`src/rtl/cvf_queue.sv`:
```
`timescale 1ns / 1ps
// cvf_queue: small register FIFO between the front and back halves.
// Depends on nothing; the producer never pushes when full (credit on count).
module cvf_queue #(
  parameter int WIDTH = 8,
  parameter int DEPTH = 4
) (
  input  logic                         clk,
  input  logic                         rst_n,
  input  logic                         push,
  input  logic [WIDTH-1:0]             push_data,
  input  logic                         pop,
  output logic                         valid,
  output logic [WIDTH-1:0]             data,
  output logic [$clog2(DEPTH+1)-1:0]   count
);

  localparam int PW = (DEPTH > 1) ? $clog2(DEPTH) : 1;
  localparam int CW = $clog2(DEPTH+1);

  logic [WIDTH-1:0] slot_r [DEPTH];
  logic [PW-1:0]    wptr_r, rptr_r;
  logic [CW-1:0]    count_r;
  logic             do_pop;

  assign valid  = (count_r != '0);
  assign data   = slot_r[rptr_r];
  assign count  = count_r;
  assign do_pop = pop && valid;

  always_ff @(posedge clk) begin
    if (push) begin
      slot_r[wptr_r] <= push_data;
    end
  end

  always_ff @(posedge clk) begin
    if (!rst_n) begin
      wptr_r  <= '0;
      rptr_r  <= '0;
      count_r <= '0;
    end else begin
      if (push) begin
        wptr_r <= (wptr_r == PW'(DEPTH-1)) ? '0 : wptr_r + PW'(1);
      end
      if (do_pop) begin
        rptr_r <= (rptr_r == PW'(DEPTH-1)) ? '0 : rptr_r + PW'(1);
      end
      if (push && !do_pop) begin
        count_r <= count_r + CW'(1);
      end else if (!push && do_pop) begin
        count_r <= count_r - CW'(1);
      end
    end
  end

endmodule

```
`config.mk`:
```
export PLATFORM = sky130hd
export DESIGN_NAME = cvf_queue
export DESIGN_NICKNAME = d
export VERILOG_FILES = /design/src/rtl/cvf_queue.sv
export SDC_FILE = /design/constraint.sdc
export NUM_CORES = 1
export LEC_CHECK = 0
export ABC_AREA = 1
export BUFFER_PORTS_ARGS = -buffer_cell sky130_fd_sc_hd__buf_2
export CAP_MARGIN = 20
export CELL_PAD_IN_SITES_DETAIL_PLACEMENT = 1
export CELL_PAD_IN_SITES_GLOBAL_PLACEMENT = 1
export CORE_MARGIN = 4
export CORE_UTILIZATION = 45
export CTS_CLUSTER_DIAMETER = 80
export DETAILED_ROUTE_END_ITERATION = 10
export PLACE_DENSITY_LB_ADDON = 0.1
export SETUP_SLACK_MARGIN = 0.05
export SLEW_MARGIN = 5
export SYNTH_ARGS = -nofsm -noshare
export SYNTH_HDL_FRONTEND = slang
export SYNTH_SLANG_ARGS = --single-unit
```
`constraint.sdc`:
```
create_clock -name clk -period 3 [get_ports clk]
set_input_delay 0.3 -clock clk [delete_from_list [all_inputs] [get_ports clk]]
set_output_delay 0.3 -clock clk [all_outputs]
set_load 0.03 [all_outputs]
```
Yosys cells after proc, flatten, opt, wreduce, memory -nomap -nowiden --
Memory sizes are Yosys's and may differ from the RTL's. A register that Yosys moved wholly into a read port is not among the register bits. Index checks and enable logic that the tools add are counted. W data, S select, Z words.
Operators by class: $add $sub $neg 4, equality and inequality tests 2, mux-type cells 8, reductions and logical operators 7
Operators by type and width (number):
- $mux W2 | 4
- $mux W3 | 2
- $add A2 B1 Y2 const B | 2
- $eq A2 B2 Y1 const B | 2
- $add A3 B1 Y3 const B | 1
- $logic_and A1 B1 Y1 | 3
- $reduce_bool A3 Y1 | 1
- $sub A3 B1 Y3 const B | 1
- $logic_not A1 Y1 | 2
- $mux W1 | 2
- $reduce_bool A2 Y1 | 1
Word-level totals: bits in registers 7, bits in writable memories 32, input port bits 12, output and inout bits 12, word-level logic and storage cells 25, memories 1
Memories:
- slot_r | words 4, bits a word 8, read ports 1, clocked after memory_dff 1, wr ports 1, line 21 | logic [WIDTH-1:0] slot_r [DEPTH];

Depth between registers and ports, before layout --
depth in word-level cells 5, depth in mapped cells 12

Worst setup path after synthesis --
Ideal clock, no wire load.
path kind reg2reg, from reg count_r[1] (netlist: count[1]), to reg count_r[1] (netlist: count[1]), data arrival time 1915 ps, data required time 2884 ps, slack 969 ps, stages on the path, launching flop included 9, path through dfxtp_1 -> nor2_1 -> nand2_1 -> nand2_1 -> ha_1 -> inv_1 -> fa_1 -> o21ai_0 -> nor2_1
Between the ends: cells in the longest elaborated chain, start to end 5
RTL lines:
- from (decl) | line 23 | logic [CW-1:0] count_r;
- from (signal assigned) | line 50 | count_r <= count_r + CW'(1);
- from (signal assigned) | line 52 | count_r <= count_r - CW'(1);
- $reduce_bool A3 Y1 * | line 26 | assign valid = (count_r != '0);
- net valid | line 13 | output logic valid,
- $logic_and A1 B1 Y1 * | line 29 | assign do_pop = pop && valid;
- $logic_not A1 Y1 | line 49 | if (push && !do_pop) begin
- $logic_and A1 B1 Y1 | line 49
- $mux W3 / $reduce_bool A2 Y1 (equally long branches)
The timed path passes the listed nets; every way through them passes the cells marked *. The select of a mux whose other input is x is not followed. A chain may end at the register's enable or synchronous reset.

==> flow_results.org <==
** Synthesis
- After synthesis the cells add up to 1670 um2.
- Cell type with the largest total area after synthesis :: sky130_fd_sc_hd__edfxtp_1
- Post-Synthesis Net Count :: 158
- Of all flip-flops after synthesis, the portion carrying an async set or reset was 0%.
- Each instance of the synthesized netlist takes up on average 12.0 um2.
- Yosys top cell area share :: 57.7%
- Commonest cells in the synthesized netlist :: sky130_fd_sc_hd__edfxtp_1, sky130_fd_sc_hd__nor2_1, sky130_fd_sc_hd__inv_1
- After synthesis, the netlist uses 20 different library cells.
- Share of the yosys chip area belonging to registers :: 68.5%
- Post-synth EDFFs :: 32
- Top cells by area, synth :: sky130_fd_sc_hd__edfxtp_1, sky130_fd_sc_hd__dfxtp_1, sky130_fd_sc_hd__nor2_1
- Ys flop type :: sky130_fd_sc_hd__edfxtp_1
- Seq cells post-synth :: between 40 and 50
- Number of warnings reported in the yosys synthesis log :: 0
- Synthesis produced a netlist whose cell count is between 100 and 150.
- The most common cell in the synthesized netlist is sky130_fd_sc_hd__edfxtp_1.

** Cells and area
- Register Area :: 1140 um2
- Total Nets Final :: 186
- The filler cells instantiated in the layout total roughly 380.
- Of the cells placed in the final design, the portion with a size suffix greater than 1 is between 20% and 30%.
- The repair_antennas step left the layout with diodes totalling 0.
- The finished layout holds 214 standard cells, fillers aside.
- Final core area utilization :: between 50% and 60%
- Area of the multi-input gates :: 442 um2
- Post-synthesis to final-layout area growth :: 15.6%
- The finished cells cover 1930 um2.

** Placement
- Routability-driven placement finished with a final weighted congestion of between 0.7 and 0.8.
- Placed Cells incl. Taps :: around 210
- Placed instance area :: 1820 um2
- Quantity of I/O buffers inserted on ports :: 23
- Summed over all nets, the half-perimeter wirelength after detailed placement is 2230 um.
- Prior to clock tree synthesis, the placed netlist has a worst setup slack of 1200 ps.

** Timing
- The number of slew-limit violations in the final report came to 0.
- Final Worst Setup Slack :: 938 ps
- Tightest Pin Transition :: 583 ps
- Remaining max-slew budget at the tightest pin :: between 60% and 70%
- The clock period could shrink to 2060 ps.
- The hold violation total from the final report came to 0.
- Across all hold checks on the routed design, the worst slack comes to 224 ps.
- Sum of negative setup slack :: 0 ps
- RSZ-0062 raised after global routing :: no
- Final number of setup-violating endpoints :: 0
- The worst path uses between 60 and 70% of the clock period.
- Worst Clk Skew :: 5.19 ps
- Highest clock rate :: 485 MHz

** Power and ir drop
- Total chip power :: 1.75 mW
- VDD sags by at most 0.000449 V.
- Power density over the cells :: 907 nW/um2
- Static leakage :: 0.783 nW

** Global route
- Met3 layer usage reported by global route :: about 3.9%
- The first global-routing pass estimated between 5000 and 6000 um of wire.
- The number of antenna violations at the first check in global routing was 0.
- Entering global routing, the biggest net connects 18 pins.
- For this run, the total global-route usage over all layers was measured as 15.1%.
- GR Util met2 :: 27.5%
- The number of global-route vias before repair is 1112.
- Grt total ovfl :: 0
- Top Usage Layer GRT :: met2
- Global routing consumed, on the met1 layer, around 17% of the routing resources.

** Clocking
- Buffers from clock root to sink, at most :: 2
- Clock latency at the later pin of the worst-skew pair :: 290 ps
- # H-tree levels :: 2
- Sinks on the clock net :: 41
- TritonCTS built the clock tree.
- After clock tree synthesis, the setup repair step added 0 buffers.
- Number of gates resized after CTS :: 0
- For this design, the CTS-stage hold fixing added 0 buffers.
- Clock Root Buffer :: sky130_fd_sc_hd__clkbuf_8
- Clock-pin slew was measured on the worst setup and hold paths at roughly 80 ps.
- Buffers inserted during clock tree synthesis total 5.

** Floorplanning
- The die is slightly below 70 um tall.
- Initial core utilization :: 48.4%
- The die covers 4740 um2.
- After floorplanning, the core was divided into 21 placement rows.
- The floorplan step set the die width to roughly 69 um.
- Floorplan core area :: 3440 um2
- Number of ports placed on the die boundary :: 24

** Worst hold path
- Along the worst hold path, the cell count comes to 1.
- Hold/Removal Path Class :: in2reg

** Drt
- Wires add up to 3110 um.
- Number of remaining DRC errors :: 0
- The first TritonRoute pass finished after 4 iterations.
- Dividing the detail-routed wire length by the instance count gives 14.6 um.
- Antenna-violating nets left :: 0
- Detailed Route Iter0 Violations :: 44
- Dividing the detail-routed via count by the number of cells gives 5.00.
- Via count :: between 1000 and 1500

** Setup path
- STA classifies the critical path startpoint as a flip-flop.
- For the worst setup path, the data arrival time is 1760 ps.
- Cells on worst reg2reg path :: 12
- Worst setup path category :: reg2out
- The worst setup path is captured at a primary output.
- The endpoint identified for the worst register-to-register timing path is count[2]$_SDFFE_PN0P_.
- At the worst endpoint, the required time is around 2700 ps.
- The worst register-to-register path has a setup slack of 1230 ps.
- The critical path ends at data[5].
- Reg-to-reg startpoint :: count[1]$_SDFFE_PN0P_
- Along the worst path, the maximum fanout reaches 17.

** Outcome
- Status :: finished, final reports clean

** Flow run
- Number of maximum-capacitance violations :: 0
-- flip-flops by register name (all words and copies together) (netlist names), named ones only --
name and flops:
count 3, rptr_r 2, slot_r 32, wptr_r 2
-- area by class of cell --
class	instances	share of cell area, %
Sequential cell	41	59.3
Multi-Input combinational cell	80	22.9
Timing Repair Buffer	23	5.98
Clock buffer	5	3.57
Inverter	16	3.12
Tap cell	46	2.99
Clock inverter	3	2.14
-- critical path: stages, from the launching register on --
cell and delay [ps]:
sky130_fd_sc_hd__dfxtp_1 690, sky130_fd_sc_hd__inv_2 280, sky130_fd_sc_hd__o21ai_0 230, sky130_fd_sc_hd__o22ai_1 90, sky130_fd_sc_hd__buf_2 180
-- power breakdown --
group          internal (mW)  leakage (nW)  switching (mW)  total, mW
Sequential             0.672         0.369          0.0691      0.741
Clock                  0.245        0.0518           0.178      0.423
Combinational          0.179         0.363           0.405      0.584
Total                   1.09         0.783           0.652       1.75
-- cells in the final DEF, fill, tap and decap left out --
| cell | n |
|---|---|
| sky130_fd_sc_hd__nor2_1 | 24 |
| sky130_fd_sc_hd__o21ai_0 | 14 |
| sky130_fd_sc_hd__nor3_1 | 1 |
| sky130_fd_sc_hd__o22ai_1 | 8 |
| sky130_fd_sc_hd__edfxtp_1 | 32 |
| sky130_fd_sc_hd__a21oi_1 | 3 |
| sky130_fd_sc_hd__clkbuf_8 | 5 |
| sky130_fd_sc_hd__ha_1 | 6 |
| sky130_fd_sc_hd__inv_1 | 15 |
| sky130_fd_sc_hd__buf_2 | 23 |
| sky130_fd_sc_hd__inv_2 | 1 |
| sky130_fd_sc_hd__fa_1 | 1 |
| sky130_fd_sc_hd__o21ai_2 | 2 |
| sky130_fd_sc_hd__dfxtp_1 | 9 |
| sky130_fd_sc_hd__nor2_2 | 2 |
| sky130_fd_sc_hd__xor2_1 | 1 |
| sky130_fd_sc_hd__clkinv_1 | 1 |
| sky130_fd_sc_hd__nand3b_1 | 1 |
| sky130_fd_sc_hd__nand4_1 | 1 |
| sky130_fd_sc_hd__clkinvlp_4 | 1 |
| sky130_fd_sc_hd__nand2_1 | 13 |
| sky130_fd_sc_hd__o21ai_1 | 2 |
| sky130_fd_sc_hd__bufinv_16 | 1 |
| sky130_fd_sc_hd__nand3_1 | 1 |
-- logic make-up (layout without fill, tap and decap cells) --
kind of cell | Yosys count | count (layout) | synth area share [%]
AND/OR/NAND/NOR | 43 | 43 | 10.5
adder cells (fa/ha/maj) | 7 | 7 | 5.71
buffers and inverters | 18 | 47 | 4.96
flip-flops | 41 | 41 | 68.5
XOR/XNOR | 1 | 1 | 0.526
AO/OA/AOI/OAI | 29 | 29 | 9.77
-- how the worst min path moves through the flow --
stage | from | to | slack (ps)
2_1_floorplan | push_data[0] | slot_r[0][0]$_DFFE_PP_ | 400
3_3_place_gp | push_data[5] | slot_r[1][5]$_DFFE_PP_ | 510
3_5_place_dp | push_data[2] | slot_r[2][2]$_DFFE_PP_ | 520
4_1_cts | push_data[2] | slot_r[1][2]$_DFFE_PP_ | 210
5_1_grt | push_data[7] | slot_r[1][7]$_DFFE_PP_ | 220
6_report | push_data[2] | slot_r[3][2]$_DFFE_PP_ | 220
-- routing by layer --
| metal | wire length, um | vias up |
|---|---|---|
| met5 | 0 | - |
| met4 | 38 | 0 |
| met3 | 122 | 5 |
| met2 | 1710 | 21 |
| met1 | 1250 | 513 |
| li1 | - | 532 |
Power figures use the tool's default switching activity.
